`src/hdl/bmr_pkg.sv`:
```
// ----------------------------------------------------------------------------
// bmr_pkg
// Shared types and constants of the bus message router.
// ----------------------------------------------------------------------------
package bmr_pkg;

    localparam int ADDR_BITS   = 8;
    localparam int TABLE_DEPTH = 8;
    localparam int IDX_BITS    = 3;
    localparam int IFACE_BITS  = 3;
    localparam int FROM_BITS   = 2;
    localparam int PADDR_BITS  = 5;
    localparam int PDATA_BITS  = 32;

    typedef logic [ADDR_BITS-1:0]  addr_t;
    typedef logic [IFACE_BITS-1:0] iface_code_t;

    // interface codes, result encoding
    localparam iface_code_t IF_HOST   = 3'd0;
    localparam iface_code_t IF_TWI    = 3'd1;
    localparam iface_code_t IF_RADIO  = 3'd2;
    localparam iface_code_t IF_SERIAL = 3'd3;
    localparam iface_code_t IF_DROP   = 3'd4;

    // request opcodes
    localparam logic OP_ROUTE = 1'b0;
    localparam logic OP_WRITE = 1'b1;

    // register indexes
    typedef enum logic [2:0] {
        REG_OWN_UART  = 3'd0,
        REG_OWN_I2C   = 3'd1,
        REG_OWN_RADIO = 3'd2,
        REG_SUB_MASK  = 3'd3,
        REG_DEV_MASK  = 3'd4,
        REG_DEF_IFACE = 3'd5,
        REG_DEF_HOP   = 3'd6
    } reg_idx_t;

    typedef struct packed {
        logic                  op;
        addr_t                 dest_addr;
        logic [FROM_BITS-1:0]  from_iface;
        logic [IDX_BITS-1:0]   entry_index;
        logic                  entry_valid;
        addr_t                 entry_subnet;
        iface_code_t           entry_iface;
        addr_t                 entry_next_hop;
    } req_t;

    // table write request
    typedef struct packed {
        logic                 en;
        logic [IDX_BITS-1:0]  index;
        logic                 valid;
        addr_t                subnet;
        iface_code_t          iface;
        addr_t                hop;
    } tbl_wr_t;

    // table lookup answer
    typedef struct packed {
        logic         hit;
        iface_code_t  iface;
        addr_t        hop;
    } tbl_hit_t;

endpackage

```
`src/hdl/bmr_ifs.sv`:
```
// ----------------------------------------------------------------------------
// bmr channel interfaces
// Valid/ready channels for route requests and route results.
// ----------------------------------------------------------------------------
interface bmr_req_if;
    logic                          valid;
    logic                          ready;
    logic                          op;
    logic [bmr_pkg::ADDR_BITS-1:0] dest_addr;
    logic [bmr_pkg::FROM_BITS-1:0] from_iface;
    logic [bmr_pkg::IDX_BITS-1:0]  entry_index;
    logic                          entry_valid;
    logic [bmr_pkg::ADDR_BITS-1:0] entry_subnet;
    logic [bmr_pkg::IFACE_BITS-1:0] entry_iface;
    logic [bmr_pkg::ADDR_BITS-1:0] entry_next_hop;

    modport source (
        output valid, op, dest_addr, from_iface, entry_index, entry_valid,
               entry_subnet, entry_iface, entry_next_hop,
        input  ready
    );
    modport sink (
        input  valid, op, dest_addr, from_iface, entry_index, entry_valid,
               entry_subnet, entry_iface, entry_next_hop,
        output ready
    );
endinterface

interface bmr_rsp_if;
    logic                           valid;
    logic                           ready;
    logic [bmr_pkg::IFACE_BITS-1:0] route_iface;
    logic [bmr_pkg::ADDR_BITS-1:0]  next_hop;
    logic                           from_table;

    modport source (
        output valid, route_iface, next_hop, from_table,
        input  ready
    );
    modport sink (
        input  valid, route_iface, next_hop, from_table,
        output ready
    );
endinterface

```
`src/hdl/bmr_route_table.sv`:
```
// ----------------------------------------------------------------------------
// bmr_route_table
// Routing table slots with parallel subnet compare and first-match select.
// ----------------------------------------------------------------------------
module bmr_route_table #(
    parameter int TABLE_DEPTH = bmr_pkg::TABLE_DEPTH
) (
    input  logic              clk,
    input  logic              rst_n,
    input  bmr_pkg::tbl_wr_t  wr,
    input  bmr_pkg::addr_t    key,
    output bmr_pkg::tbl_hit_t hit
);

    logic                  valid_reg  [TABLE_DEPTH];
    bmr_pkg::addr_t        subnet_reg [TABLE_DEPTH];
    bmr_pkg::iface_code_t  iface_reg  [TABLE_DEPTH];
    bmr_pkg::addr_t        hop_reg    [TABLE_DEPTH];

    always_ff @(posedge clk or negedge rst_n)
    begin
        if (!rst_n)
        begin
            for (int i = 0; i < TABLE_DEPTH; i++)
            begin
                valid_reg[i] <= 1'b0;
            end
        end
        else if (wr.en)
        begin
            for (int i = 0; i < TABLE_DEPTH; i++)
            begin
                if (32'(wr.index) == i)
                begin
                    valid_reg[i] <= wr.valid;
                end
            end
        end
    end

    always_ff @(posedge clk)
    begin
        if (wr.en)
        begin
            for (int i = 0; i < TABLE_DEPTH; i++)
            begin
                if (32'(wr.index) == i)
                begin
                    subnet_reg[i] <= wr.subnet;
                    iface_reg[i]  <= wr.iface;
                    hop_reg[i]    <= wr.hop;
                end
            end
        end
    end

    // the first invalid slot terminates the table
    always_comb
    begin
        logic alive;
        alive = 1'b1;
        hit   = '0;
        for (int i = 0; i < TABLE_DEPTH; i++)
        begin
            alive = alive & valid_reg[i];
            if (alive && !hit.hit && subnet_reg[i] == key)
            begin
                hit.hit   = 1'b1;
                hit.iface = iface_reg[i];
                hit.hop   = hop_reg[i];
            end
        end
    end

endmodule

```
`src/hdl/bus_message_router.sv`:
```
// ----------------------------------------------------------------------------
// bus_message_router
// Next-hop decision: local delivery, direct subnet rules, table, default.
// ----------------------------------------------------------------------------
// Path: a route request passes the input register, then the result register,
// where its result is presented. Throughput: one request per cycle, set by the
// single pass of decision logic between the two registers; a waiting result
// stalls only routes.
// Reset: all table slots invalid, own addresses and masks zero, default
// interface drop; no clearing pass is needed.
module bus_message_router #(
    parameter int TABLE_DEPTH = bmr_pkg::TABLE_DEPTH
) (
    input  logic                             clk,
    input  logic                             rst_n,
    bmr_req_if.sink                          route_req,
    bmr_rsp_if.source                        route_rsp,
    input  logic                             psel,
    input  logic                             penable,
    input  logic                             pwrite,
    input  logic [bmr_pkg::PADDR_BITS-1:0]   paddr,
    input  logic [bmr_pkg::PDATA_BITS-1:0]   pwdata,
    output logic [bmr_pkg::PDATA_BITS-1:0]   prdata,
    output logic                             pready
);

    // configuration
    bmr_pkg::addr_t       own_uart_reg;
    bmr_pkg::addr_t       own_i2c_reg;
    bmr_pkg::addr_t       own_radio_reg;
    bmr_pkg::addr_t       sub_mask_reg;
    bmr_pkg::addr_t       dev_mask_reg;
    bmr_pkg::iface_code_t def_iface_reg;
    bmr_pkg::addr_t       def_hop_reg;

    logic                 cfg_wr;
    bmr_pkg::reg_idx_t    cfg_idx;

    assign pready  = 1'b1;
    assign cfg_wr  = psel && penable && pwrite;
    assign cfg_idx = bmr_pkg::reg_idx_t'(paddr[4:2]);

    always_ff @(posedge clk or negedge rst_n)
    begin
        if (!rst_n)
        begin
            own_uart_reg  <= '0;
            own_i2c_reg   <= '0;
            own_radio_reg <= '0;
            sub_mask_reg  <= '0;
            dev_mask_reg  <= '0;
            def_iface_reg <= bmr_pkg::IF_DROP;
            def_hop_reg   <= '0;
        end
        else if (cfg_wr)
        begin
            unique case (cfg_idx)
                bmr_pkg::REG_OWN_UART:  own_uart_reg  <= pwdata[bmr_pkg::ADDR_BITS-1:0];
                bmr_pkg::REG_OWN_I2C:   own_i2c_reg   <= pwdata[bmr_pkg::ADDR_BITS-1:0];
                bmr_pkg::REG_OWN_RADIO: own_radio_reg <= pwdata[bmr_pkg::ADDR_BITS-1:0];
                bmr_pkg::REG_SUB_MASK:  sub_mask_reg  <= pwdata[bmr_pkg::ADDR_BITS-1:0];
                bmr_pkg::REG_DEV_MASK:  dev_mask_reg  <= pwdata[bmr_pkg::ADDR_BITS-1:0];
                bmr_pkg::REG_DEF_IFACE: def_iface_reg <= pwdata[bmr_pkg::IFACE_BITS-1:0];
                bmr_pkg::REG_DEF_HOP:   def_hop_reg   <= pwdata[bmr_pkg::ADDR_BITS-1:0];
                default: ;
            endcase
        end
    end

    always_comb
    begin
        prdata = '0;
        unique case (cfg_idx)
            bmr_pkg::REG_OWN_UART:  prdata = 32'(own_uart_reg);
            bmr_pkg::REG_OWN_I2C:   prdata = 32'(own_i2c_reg);
            bmr_pkg::REG_OWN_RADIO: prdata = 32'(own_radio_reg);
            bmr_pkg::REG_SUB_MASK:  prdata = 32'(sub_mask_reg);
            bmr_pkg::REG_DEV_MASK:  prdata = 32'(dev_mask_reg);
            bmr_pkg::REG_DEF_IFACE: prdata = 32'(def_iface_reg);
            bmr_pkg::REG_DEF_HOP:   prdata = 32'(def_hop_reg);
            default:                prdata = '0;
        endcase
    end

    // input stage
    logic          s1_valid_reg;
    bmr_pkg::req_t s1_req_reg;
    bmr_pkg::req_t req_in;
    logic          s1_adv;
    logic          req_accept;

    // result stage
    logic                 out_valid_reg;
    bmr_pkg::iface_code_t out_iface_reg;
    bmr_pkg::addr_t       out_hop_reg;
    logic                 out_tab_reg;

    assign req_in.op             = route_req.op;
    assign req_in.dest_addr      = route_req.dest_addr;
    assign req_in.from_iface     = route_req.from_iface;
    assign req_in.entry_index    = route_req.entry_index;
    assign req_in.entry_valid    = route_req.entry_valid;
    assign req_in.entry_subnet   = route_req.entry_subnet;
    assign req_in.entry_iface    = route_req.entry_iface;
    assign req_in.entry_next_hop = route_req.entry_next_hop;

    // a table write leaves without a result, so it never waits on the output
    assign s1_adv = s1_valid_reg &&
                    (s1_req_reg.op == bmr_pkg::OP_WRITE || !out_valid_reg || route_rsp.ready);
    assign route_req.ready = !s1_valid_reg || s1_adv;
    assign req_accept      = route_req.valid && route_req.ready;

    always_ff @(posedge clk or negedge rst_n)
    begin
        if (!rst_n)
        begin
            s1_valid_reg <= 1'b0;
        end
        else if (route_req.ready)
        begin
            s1_valid_reg <= route_req.valid;
        end
    end

    always_ff @(posedge clk)
    begin
        if (req_accept)
        begin
            s1_req_reg <= req_in;
        end
    end

    // table writes take effect as the request leaves the input stage
    bmr_pkg::tbl_wr_t  tbl_wr;
    bmr_pkg::tbl_hit_t tbl_hit;
    bmr_pkg::addr_t    key;

    assign key           = s1_req_reg.dest_addr & sub_mask_reg;
    assign tbl_wr.en     = s1_adv && s1_req_reg.op == bmr_pkg::OP_WRITE &&
                           32'(s1_req_reg.entry_index) < TABLE_DEPTH;
    assign tbl_wr.index  = s1_req_reg.entry_index;
    assign tbl_wr.valid  = s1_req_reg.entry_valid;
    assign tbl_wr.subnet = s1_req_reg.entry_subnet;
    assign tbl_wr.iface  = s1_req_reg.entry_iface;
    assign tbl_wr.hop    = s1_req_reg.entry_next_hop;

    bmr_route_table #(
        .TABLE_DEPTH (TABLE_DEPTH)
    ) u_table (
        .clk   (clk),
        .rst_n (rst_n),
        .wr    (tbl_wr),
        .key   (key),
        .hit   (tbl_hit)
    );

    function automatic bmr_pkg::iface_code_t clamp_iface(bmr_pkg::iface_code_t v);
        return (v > bmr_pkg::IF_DROP) ? bmr_pkg::IF_DROP : v;
    endfunction

    // decision
    bmr_pkg::iface_code_t dec_iface;
    bmr_pkg::addr_t       dec_hop;
    logic                 dec_tab;

    always_comb
    begin
        bmr_pkg::addr_t       dest;
        bmr_pkg::iface_code_t from;
        logic                 bcast;
        logic                 is_local;
        logic                 twi_hit;
        logic                 radio_hit;
        logic                 serial_hit;

        dest  = s1_req_reg.dest_addr;
        from  = {1'b0, s1_req_reg.from_iface};
        bcast = ((dest & sub_mask_reg) == (own_radio_reg & sub_mask_reg)) &&
                (|(dest & own_radio_reg & dev_mask_reg));
        if (from != bmr_pkg::IF_HOST)
        begin
            is_local = dest == own_uart_reg || dest == own_i2c_reg || bcast;
        end
        else
        begin
            is_local = dest == own_uart_reg || dest == own_i2c_reg ||
                       dest == own_radio_reg;
        end

        // zero own address disables that interface's direct rule
        twi_hit    = |own_i2c_reg   && key == (own_i2c_reg & sub_mask_reg);
        radio_hit  = |own_radio_reg && key == (own_radio_reg & sub_mask_reg);
        serial_hit = |own_uart_reg  && key == (own_uart_reg & sub_mask_reg);

        dec_iface = clamp_iface(def_iface_reg);
        dec_hop   = def_hop_reg;
        dec_tab   = 1'b1;
        if (is_local)
        begin
            dec_iface = bmr_pkg::IF_HOST;
            dec_hop   = dest;
            dec_tab   = 1'b0;
        end
        else if (twi_hit)
        begin
            dec_iface = (from == bmr_pkg::IF_TWI) ? bmr_pkg::IF_DROP : bmr_pkg::IF_TWI;
            dec_hop   = (from == bmr_pkg::IF_TWI) ? '0 : dest;
            dec_tab   = 1'b0;
        end
        else if (radio_hit)
        begin
            dec_iface = (from == bmr_pkg::IF_RADIO) ? bmr_pkg::IF_DROP : bmr_pkg::IF_RADIO;
            dec_hop   = (from == bmr_pkg::IF_RADIO) ? '0 : dest;
            dec_tab   = 1'b0;
        end
        else if (serial_hit)
        begin
            dec_iface = (from == bmr_pkg::IF_SERIAL) ? bmr_pkg::IF_DROP : bmr_pkg::IF_SERIAL;
            dec_hop   = (from == bmr_pkg::IF_SERIAL) ? '0 : dest;
            dec_tab   = 1'b0;
        end
        else if (tbl_hit.hit)
        begin
            dec_iface = clamp_iface(tbl_hit.iface);
            dec_hop   = tbl_hit.hop;
            dec_tab   = 1'b1;
        end
    end

    logic out_load;
    assign out_load = s1_adv && s1_req_reg.op == bmr_pkg::OP_ROUTE;

    always_ff @(posedge clk or negedge rst_n)
    begin
        if (!rst_n)
        begin
            out_valid_reg <= 1'b0;
        end
        else if (out_load)
        begin
            out_valid_reg <= 1'b1;
        end
        else if (route_rsp.ready)
        begin
            out_valid_reg <= 1'b0;
        end
    end

    always_ff @(posedge clk)
    begin
        if (out_load)
        begin
            out_iface_reg <= dec_iface;
            out_hop_reg   <= dec_hop;
            out_tab_reg   <= dec_tab;
        end
    end

    assign route_rsp.valid       = out_valid_reg;
    assign route_rsp.route_iface = out_iface_reg;
    assign route_rsp.next_hop    = out_hop_reg;
    assign route_rsp.from_table  = out_tab_reg;

endmodule

```
`src/flat_wrapper.sv`:
```
// flat-port wrapper written by rule: the top's interface ports become plain ports
module bus_message_router_flat 
#(
    parameter int TABLE_DEPTH = bmr_pkg::TABLE_DEPTH
)
  (clk, rst_n, psel, penable, pwrite, paddr, pwdata, prdata, pready, route_req_valid, route_req_op, route_req_dest_addr, route_req_from_iface, route_req_entry_index, route_req_entry_valid, route_req_entry_subnet, route_req_entry_iface, route_req_entry_next_hop, route_req_ready, route_rsp_valid, route_rsp_route_iface, route_rsp_next_hop, route_rsp_from_table, route_rsp_ready);
  bmr_req_if route_req_i ();
  bmr_rsp_if route_rsp_i ();
  input  logic clk;
  input  logic rst_n;
  input  logic psel;
  input  logic penable;
  input  logic pwrite;
  input  logic [bmr_pkg::PADDR_BITS-1:0] paddr;
  input  logic [bmr_pkg::PDATA_BITS-1:0] pwdata;
  output logic [bmr_pkg::PDATA_BITS-1:0] prdata;
  output logic pready;
  input wire logic [$bits(route_req_i.valid)-1:0] route_req_valid;
  input wire logic [$bits(route_req_i.op)-1:0] route_req_op;
  input wire logic [$bits(route_req_i.dest_addr)-1:0] route_req_dest_addr;
  input wire logic [$bits(route_req_i.from_iface)-1:0] route_req_from_iface;
  input wire logic [$bits(route_req_i.entry_index)-1:0] route_req_entry_index;
  input wire logic [$bits(route_req_i.entry_valid)-1:0] route_req_entry_valid;
  input wire logic [$bits(route_req_i.entry_subnet)-1:0] route_req_entry_subnet;
  input wire logic [$bits(route_req_i.entry_iface)-1:0] route_req_entry_iface;
  input wire logic [$bits(route_req_i.entry_next_hop)-1:0] route_req_entry_next_hop;
  output wire logic [$bits(route_req_i.ready)-1:0] route_req_ready;
  output wire logic [$bits(route_rsp_i.valid)-1:0] route_rsp_valid;
  output wire logic [$bits(route_rsp_i.route_iface)-1:0] route_rsp_route_iface;
  output wire logic [$bits(route_rsp_i.next_hop)-1:0] route_rsp_next_hop;
  output wire logic [$bits(route_rsp_i.from_table)-1:0] route_rsp_from_table;
  input wire logic [$bits(route_rsp_i.ready)-1:0] route_rsp_ready;
  assign route_req_i.valid = route_req_valid;
  assign route_req_i.op = route_req_op;
  assign route_req_i.dest_addr = route_req_dest_addr;
  assign route_req_i.from_iface = route_req_from_iface;
  assign route_req_i.entry_index = route_req_entry_index;
  assign route_req_i.entry_valid = route_req_entry_valid;
  assign route_req_i.entry_subnet = route_req_entry_subnet;
  assign route_req_i.entry_iface = route_req_entry_iface;
  assign route_req_i.entry_next_hop = route_req_entry_next_hop;
  assign route_req_ready = route_req_i.ready;
  assign route_rsp_valid = route_rsp_i.valid;
  assign route_rsp_route_iface = route_rsp_i.route_iface;
  assign route_rsp_next_hop = route_rsp_i.next_hop;
  assign route_rsp_from_table = route_rsp_i.from_table;
  assign route_rsp_i.ready = route_rsp_ready;
  bus_message_router #(.TABLE_DEPTH(TABLE_DEPTH)) u_core (.clk(clk), .rst_n(rst_n), .route_req(route_req_i), .route_rsp(route_rsp_i), .psel(psel), .penable(penable), .pwrite(pwrite), .paddr(paddr), .pwdata(pwdata), .prdata(prdata), .pready(pready));
endmodule
```
`config.mk`:
```
export PLATFORM = sky130hd
export DESIGN_NAME = bus_message_router_flat
export DESIGN_NICKNAME = d
export VERILOG_FILES = /design/src/hdl/bmr_pkg.sv /design/src/hdl/bmr_ifs.sv /design/src/hdl/bmr_route_table.sv /design/src/hdl/bus_message_router.sv /design/src/flat_wrapper.sv
export SDC_FILE = /design/constraint.sdc
export NUM_CORES = 1
export LEC_CHECK = 0
export ABC_AREA = 1
export BUFFER_PORTS_ARGS = -buffer_cell sky130_fd_sc_hd__buf_4
export CAP_MARGIN = 20
export CORE_MARGIN = 2
export CORE_UTILIZATION = 45
export CTS_CLUSTER_SIZE = 20
export DETAILED_ROUTE_END_ITERATION = 10
export GPL_TIMING_DRIVEN = 0
export HOLD_SLACK_MARGIN = 0.02
export PLACE_DENSITY = 0.63
export SLEW_MARGIN = 20
export SYNTH_ARGS = -nofsm -noshare
export SYNTH_HDL_FRONTEND = slang
export SYNTH_SLANG_ARGS = --single-unit
```
`constraint.sdc`:
```
create_clock -name clk -period 2.85 [get_ports clk]
set_input_delay 0.4275 -clock clk [delete_from_list [all_inputs] [get_ports clk]]
set_output_delay 0.4275 -clock clk [all_outputs]
set_load 0.01 [all_outputs]
```
Word level (Yosys, flattened, before mapping)
Memories as Yosys holds them, arrays and structs flattened.
Index checks and enable logic that the tools add are counted.
{"block": "word_totals", "reg_bits": 107, "ram_bits": 152, "inputBits": 78, "out_inout_bits": 47, "wordCells": 279, "n_memories": 3}
{"name": "u_core.u_table.hop_reg", "depth": 8, "width": 8, "rd": 8, "rd_clocked_by_memory_dff": 0, "wr": 1, "line_no": "bmr_route_table.sv:18", "text": "bmr_pkg::addr_t hop_reg [TABLE_DEPTH];"}
{"name": "u_core.u_table.subnet_reg", "depth": 8, "width": 8, "rd": 8, "rd_clocked_by_memory_dff": 0, "wr": 1, "line_no": "bmr_route_table.sv:16", "text": "bmr_pkg::addr_t subnet_reg [TABLE_DEPTH];"}
{"name": "u_core.u_table.iface_reg", "depth": 8, "width": 3, "rd": 8, "rd_clocked_by_memory_dff": 0, "wr": 1, "line_no": "bmr_route_table.sv:17", "text": "bmr_pkg::iface_code_t iface_reg [TABLE_DEPTH];"}
{"block": "classes", "n_lt_le_gt_ge": 2, "eq_ne": 30, "mux": 117, "bitwise": 14, "n_reduce_logical": 85}
{"operator": "8-bit two-way mux", "n": 22}
{"operator": "8-bit OR reduction", "n": 18}
{"operator": "8-bit equality test", "n": 14}
{"operator": "3-bit two-way mux", "n": 37}
{"operator": "12-bit two-way mux", "n": 8}
{"operator": "8-bit one-hot mux with 7 select lines", "n": 1}
{"operator": "1-bit two-way mux", "n": 49}
{"operator": "8-bit AND", "n": 6}
{"operator": "2-bit AND reduction", "n": 15}
{"operator": "1-bit logical AND", "n": 25}
{"operator": "3-bit OR reduction", "n": 8}
{"operator": "3-bit equality test, second input constant", "n": 7}
{"operator": "3-bit by 2-bit equality test with 1-bit output, second input constant", "n": 4}
{"operator": "1-bit zero test", "n": 9}
{"operator": "1-bit AND", "n": 7}
{"operator": "3-bit by 1-bit equality test with 1-bit output, second input constant", "n": 2}
{"operator": "3-bit > comparator, second input constant", "n": 2}
{"operator": "3-bit zero test", "n": 2}
{"operator": "1-bit logical OR", "n": 6}
{"operator": "2-bit equality test, second input constant", "n": 2}
{"operator": "2-bit nonzero test", "n": 2}
{"operator": "2-bit by 1-bit equality test with 1-bit output, second input constant", "n": 1}
{"operator": "1-bit NOT", "n": 1}

Logic depth before layout (Yosys ltp)
{"block": "depth", "depth_word": 38, "ltp_mapped": 25, "ltp_nobuf": 22}

Modules after synthesis
Synthesis repeated with hierarchy kept, for this count alone.
{"block": "hier_totals", "hier_cells": 1439, "area_unflattened_um2": 13306.5}
{"module": "bmr_route_table", "instances": 1, "cells_per_inst": 769, "area_each_um2": 7703.6, "seq_area_each_um2": 4764.6}
{"module": "bus_message_router", "instances": 1, "cells_per_inst": 670, "area_each_um2": 5602.9, "seq_area_each_um2": 2708.8}

Worst setup path before layout
No wires, ideal clock.
{"block": "synth_path", "path_type": "register to register", "startpoint": "register u_core.out_valid_reg, in the netlist u_core.route_rsp.valid", "endpoint": "register u_core.s1_req_reg[0] (netlist bit) (enable)", "setup_time_ns": 0.426, "arrival_ns": 2.058, "required_time_ns": 2.424, "slack_ns": 0.367, "path_stages_with_launch": 6, "path_buffers": 0, "synth_period_minus_slack_ns": 2.483, "cell_sequence": "dfrtp_1 -> inv_1 -> nor2_1 -> nand2_1 -> nor2_1 -> nor2_1"}
{"block": "synth_via", "elab_chain_len": 6}
{"element": "start, declared", "line_no": "bus_message_router.sv:93", "text": "logic out_valid_reg;"}
{"element": "start signal, assigned", "line_no": "bus_message_router.sv:237", "text": "out_valid_reg <= 1'b0;"}
{"element": "start signal, assigned", "line_no": "bus_message_router.sv:241", "text": "out_valid_reg <= 1'b1;"}
{"element": "start signal, assigned", "line_no": "bus_message_router.sv:245", "text": "out_valid_reg <= 1'b0;"}
{"element": "1-bit zero test", "line_no": "bus_message_router.sv:109", "text": "(s1_req_reg.op == bmr_pkg::OP_WRITE || !out_valid_reg || route_rsp.ready);"}
{"element": "1-bit logical OR (2 in series)", "line_no": "bus_message_router.sv:109"}
{"element": "1-bit logical AND", "line_no": "bus_message_router.sv:108", "text": "assign s1_adv = s1_valid_reg &&"}
{"element": "1-bit logical OR", "line_no": "bus_message_router.sv:110", "text": "assign route_req.ready = !s1_valid_reg || s1_adv;"}
{"element": "1-bit logical AND", "line_no": "bus_message_router.sv:111", "text": "assign req_accept = route_req.valid && route_req.ready;"}
{"element": "via u_core.req_accept", "line_no": "bus_message_router.sv:90", "text": "logic req_accept;"}
{"element": "end signal, assigned", "line_no": "bus_message_router.sv:129", "text": "s1_req_reg <= req_in;"}
{"element": "end, declared", "line_no": "bus_message_router.sv:87", "text": "bmr_pkg::req_t s1_req_reg;"}
The timed path passes the listed nets, and every way through them passes these cells.
A chain may end at the register's enable or synchronous reset.

Final worst setup path
{"block": "layout_path", "startpoint": "register u_core.s1_req_reg[30] (netlist bit)", "endpoint": "register u_core.out_hop_reg[7], in the netlist u_core.route_rsp.next_hop[7] (data pin)"}
{"block": "layout_via", "elab_chain_len": 37, "elab_cells_between_ends": 61, "cone_classes": "14 x eq/ne; 14 x mux; 3 x bitwise; 30 x reduce/logical"}
{"element": "8-bit AND", "line_no": "bus_message_router.sv:138, bus_message_router.sv:178"}
{"element": "8-bit equality test", "line_no": "bmr_route_table.sv:66", "text": "if (alive && !hit.hit && subnet_reg[i] == key)"}
{"element": "1-bit logical AND", "line_no": "bmr_route_table.sv:66"}
{"element": "12-bit two-way mux", "line_no": "bmr_route_table.sv:66"}
{"element": "1-bit zero test", "line_no": "bmr_route_table.sv:66"}
{"element": "1-bit logical AND (2 in series)", "line_no": "bmr_route_table.sv:66"}
{"element": "12-bit two-way mux", "line_no": "bmr_route_table.sv:66"}
{"element": "1-bit zero test", "line_no": "bmr_route_table.sv:66"}
{"element": "(+20 left out)"}
{"element": "1-bit logical AND (2 in series)", "line_no": "bmr_route_table.sv:66"}
{"element": "12-bit two-way mux", "line_no": "bmr_route_table.sv:66"}
{"element": "8-bit two-way mux", "line_no": "bus_message_router.sv:222", "text": "else if (tbl_hit.hit)"}
{"element": "8-bit two-way mux", "line_no": "bus_message_router.sv:216", "text": "else if (serial_hit)"}
{"element": "8-bit two-way mux", "line_no": "bus_message_router.sv:210", "text": "else if (radio_hit)"}
{"element": "8-bit two-way mux", "line_no": "bus_message_router.sv:204", "text": "else if (twi_hit)"}
{"element": "8-bit two-way mux (*)", "line_no": "bus_message_router.sv:198", "text": "if (is_local)"}
{"element": "via u_core.dec_hop[7]", "line_no": "bus_message_router.sv:163", "text": "bmr_pkg::addr_t dec_hop;"}
{"element": "end signal, assigned", "line_no": "bus_message_router.sv:254", "text": "out_hop_reg <= dec_hop;"}
{"element": "end, declared", "line_no": "bus_message_router.sv:95", "text": "bmr_pkg::addr_t out_hop_reg;"}
The timed path passes the listed nets; every way through them passes the cells marked *.

==> results.toml <==
[finish]
areaGrowthSynthToFinish_pct = 22.7
layout-drive-gt1-share_pct = 22.6
design_area_um2 = 15800
postLayoutCoreUtil_pct = 56.4
layoutNonFillerInstCount = 1840
antennaDiodeCount = 0
final_net_count = 1526

[clock_network]
cts_htree_levels = 1
cts_root_buf = "sky130_fd_sc_hd__clkbuf_16"
cts-buffers-inserted = 28
clock_sink_count = 259
path_clk_slew_ns = 0.06
clock_latency_at_the_later_pin_of_the_worst_skew_pair_ns = 0.54
clk_path_buf_depth = 3
cts_tree = "built"

[sta]
timing.fmax_mhz = 361
finalSetupViolCount = 0
final.setup_skew_ns = 0.00696
fin_setup_tns_ns = 0
hold_violations = 0
rsz0062_at_grt = "true"
final_period_minus_worst_setup_slack_ns = 2.77
finalMaxSlewViolations = 0
final_min_period_over_clock_period_pct = 97.1
worst_slew_pin_slew_ns = 1.11
slew_headroom_pct = 25.2
whs_ns = 0.0580

[worst_setup_path]
worst_setup_path_end_kind = "flip-flop"
critPathMaxStageDelay_ns = 0.45
critPathKind = "reg -> reg"
setup.worst_path.start_class = "flip-flop"
timing.critical_path.from = "u_core.s1_req_reg[30]"
delay_heaviest_family_cp = "simple AND/OR/NAND/NOR gates"
slowest_stage = "sky130_fd_sc_hd__edfxtp_1"
timing.critical_path.buf_inv = 3
rrSetupSlack_ns = 0.08
crit-reg2reg-capture = "u_core.route_rsp.next_hop[7]"
worstPathCellList = "buf_12, nand2_8, nand2_1, nand2_1, inv_1, nand3_2, nor2_2, nand2_4, nand3_4, nor2_4, nand4_4, clkinv_4, nand2_2, or2_1, nand3_1, nand2_1, nand2_1, nand2_1, nand2_1, nand2_1"
worst_r2r_startpoint = "u_core.s1_req_reg[30]"
most_frequent_cell_on_the_critical_path = "sky130_fd_sc_hd__nand2_1"
critical_path_cell_count = 20
worstRegToRegCells = 20
worst-path-max-fanout = 8
worst_ep_arrival_time_ns = 3.06
worst_setup_path_endpoint = "u_core.route_rsp.next_hop[7]"
cp.required_ns = 3.15

[power_and_ir_drop]
power.static_leakage_nw = 6.81
vdd.ir_drop.worst_mv = 0.423
pwr_density_cell_nw_per_um2 = 639

[logic_synthesis]
synth_async_sr_flop_share_pct = 23.6
synthAdderAreaFrac_pct = 0.780
synthDistinctLibCells = 55
synth-simple-area-share_pct = 23.5
netlist_area_um2 = 12800
synth.top_cell.area_share_pct = 46.3
complex_gate_fraction_of_the_synthesized_area_pct = 6.07
yosys-mux-area-fraction_pct = 0.0877
synth-seq-area-share_pct = 58.2
synth_ff_type = "sky130_fd_sc_hd__edfxtp_1"
synth_edf_count = 198
postSynthCellCount = 1263
synthXorXnorAreaFrac_pct = 4.01
yosys_register_bits = 259
synth_top_family_by_area = "simple AND/OR/NAND/NOR gates"
syn_avg_cell_area_um2 = 10.2
yosys_warnings = 0
synth_largest_area_cell = "sky130_fd_sc_hd__edfxtp_1"
synth.top_cells.by_area = "sky130_fd_sc_hd__edfxtp_1 46%, sky130_fd_sc_hd__dfrtp_1 12%, sky130_fd_sc_hd__nand2_1 9.6%, sky130_fd_sc_hd__inv_1 3.8%, sky130_fd_sc_hd__o21ai_0 3.0%"

[floorplan]
initial_core_util_pct = 46.0
die_height_um = 173
die-width_um = 173
design.die.area_um2 = 29900
core.rowCount = 61
floorplan.io_pins = 125
core-area_um2 = 27900

[routing]
wl_mm = 35.1
post_drt_via_cell_ratio = 5.20
detailroute.via_count = 9560
drt-wirelength-per-cell_um = 19.1
drt_first_pass_iters = 6
violation_count_after_the_first_detailed_route_iteration = 784
drt_drc_violations_left = 0
postRouteAntennaNets = 0

[placed_design]
portBuffers = 72
detailed_place_hpwl_mm = 24.3
finalWeightedCongestion = 0.947
detailed_place.area_um2 = 14000
dp.cells = 1737

[global_route]
grt_antenna_before_repair = 0
first_global_vias = 8947
global_route.usage.total_pct = 22.8
grt_first_pass_wirelength_mm = 52.1
globalRoute.totalOverflow = 0
grt_start_max_net_pins = 62

[outcome]
status = "completed"

[flow_run]
max-cap-violations = 0

[min_path]
hold_path_class = "in -> reg"
[worst min path at each step]
stage,depth (start not counted),startpoint,slack (ns),to
final,1,route_req_dest_addr[1],0.06,u_core.s1_req_reg[26]
after global routing,1,route_req_dest_addr[1],0.04,u_core.s1_req_reg[26]
after CTS,1,route_req_dest_addr[1],0.04,u_core.s1_req_reg[26]
after detailed placement,1,u_core.u_table.valid_reg[6],0.52,u_core.u_table.valid_reg[6]
after global placement,1,u_core.u_table.valid_reg[6],0.51,u_core.u_table.valid_reg[6]
after floorplan,0,rst_n,0.13,u_core.def_hop_reg[0]
[final cells by class]
class / instances / area, µm²
clock inverter: 12 / 126
timing repair buffer: 124 / 1030
buffer: 54 / 474
sequential: 259 / 7480
inverter: 140 / 541
clock buffer: 40 / 767
tap: 378 / 473
fill: 2418 / 12200
multi-input combinational: 833 / 4870
[cells in the mapped netlist (all sizes together), types with 4 or more instances]
cell       n
nand2    350
edfxtp   198
inv      138
nor2     107
o21ai     77
nand3     70
dfrtp     60
buf       46
xor2      36
nand4     34
a21oi     22
nor3      19
xnor2     18
a221oi    15
or2       14
clkbuf     8
ha         8
nor4       8
nand3b     6
a22oi      5
o2111ai    4
o22ai      4
[stage by stage]
step / total power [mW] / setup WS [ns]
4_1_cts: 9.99 / -0.00597
3_3_place_gp: 6.37 / -0.882
5_1_grt: 10.5 / -0.0977
2_1_floorplan: 5.78 / 0.367
6_report: 10.1 / 0.0815
3_5_place_dp: 6.40 / -0.189
[layout by cell type, fill, tap and decap left out, types with 6 or more instances in the layout]
| master | synthesis | routed |
|---|---|---|
| sky130_fd_sc_hd__o21ai_0 | 76 | 73 |
| sky130_fd_sc_hd__conb_1 | 2 | 25 |
| sky130_fd_sc_hd__edfxtp_1 | 198 | 198 |
| sky130_fd_sc_hd__nor4_1 | 8 | 8 |
| sky130_fd_sc_hd__nor2_2 | 7 | 10 |
| sky130_fd_sc_hd__inv_1 | 129 | 128 |
| sky130_fd_sc_hd__buf_6 | 7 | 8 |
| sky130_fd_sc_hd__dfrtp_1 | 60 | 58 |
| sky130_fd_sc_hd__nand3b_1 | 6 | 6 |
| sky130_fd_sc_hd__nand2_2 | 12 | 14 |
| sky130_fd_sc_hd__ha_1 | 8 | 8 |
| sky130_fd_sc_hd__nor3_1 | 16 | 12 |
| sky130_fd_sc_hd__nor2_1 | 89 | 70 |
| sky130_fd_sc_hd__buf_8 | 2 | 6 |
| sky130_fd_sc_hd__a21oi_1 | 18 | 17 |
| sky130_fd_sc_hd__nor2_4 | 6 | 22 |
| sky130_fd_sc_hd__nand4_1 | 30 | 30 |
| sky130_fd_sc_hd__nand2_8 | 3 | 9 |
| sky130_fd_sc_hd__nand3_2 | 7 | 11 |
| sky130_fd_sc_hd__nand2_4 | 8 | 9 |
| sky130_fd_sc_hd__clkbuf_16 | 0 | 30 |
| sky130_fd_sc_hd__a221oi_1 | 15 | 15 |
| sky130_fd_sc_hd__nand2_1 | 327 | 318 |
| sky130_fd_sc_hd__buf_4 | 31 | 142 |
| sky130_fd_sc_hd__xnor2_1 | 16 | 16 |
| sky130_fd_sc_hd__xor2_1 | 34 | 32 |
| sky130_fd_sc_hd__clkbuf_1 | 8 | 19 |
| sky130_fd_sc_hd__clkinv_1 | 2 | 9 |
| sky130_fd_sc_hd__nand3_1 | 61 | 55 |
[cell families (layout without fill, tap and decap cells)]
kind of cell / Yosys count / count (layout)
XOR/XNOR: 54 / 54
flip-flops: 259 / 259
other: 2 / 25
buffers and inverters: 194 / 370
adder cells (fa/ha/maj): 8 / 8
AO/OA/AOI/OAI: 132 / 132
multiplexers: 1 / 1
AND/OR/NAND/NOR: 613 / 613
[power breakdown]
part	switching [mW]	leakage, nW	internal, mW	total (mW)
Clock	1.44	0.432	2.13	3.57
Combinational	1.15	3.80	0.703	1.86
Sequential	0.248	2.57	4.40	4.64
Total	2.84	6.81	7.23	10.1
[what timing repair did]
action	CTS	global route
hold buffers	1	0
resized for setup	24	69
endpoints found under the setup margin	10	11
gates cloned	2	1
pin swaps	5	33
endpoints found under the hold margin	18	0
buffers inserted	6	41
[routing by layer]
layer | track usage (%) | share of wire (%) | up-vias
li1 | - | - | 4566
met4 | 7.73 | 3.2 | 0
met2 | 37.4 | 47 | 382
met5 | 0 | 0 | -
met3 | 3.34 | 7.0 | 73
met1 | 31.2 | 43 | 4539
Power figures use the tool's default switching activity.
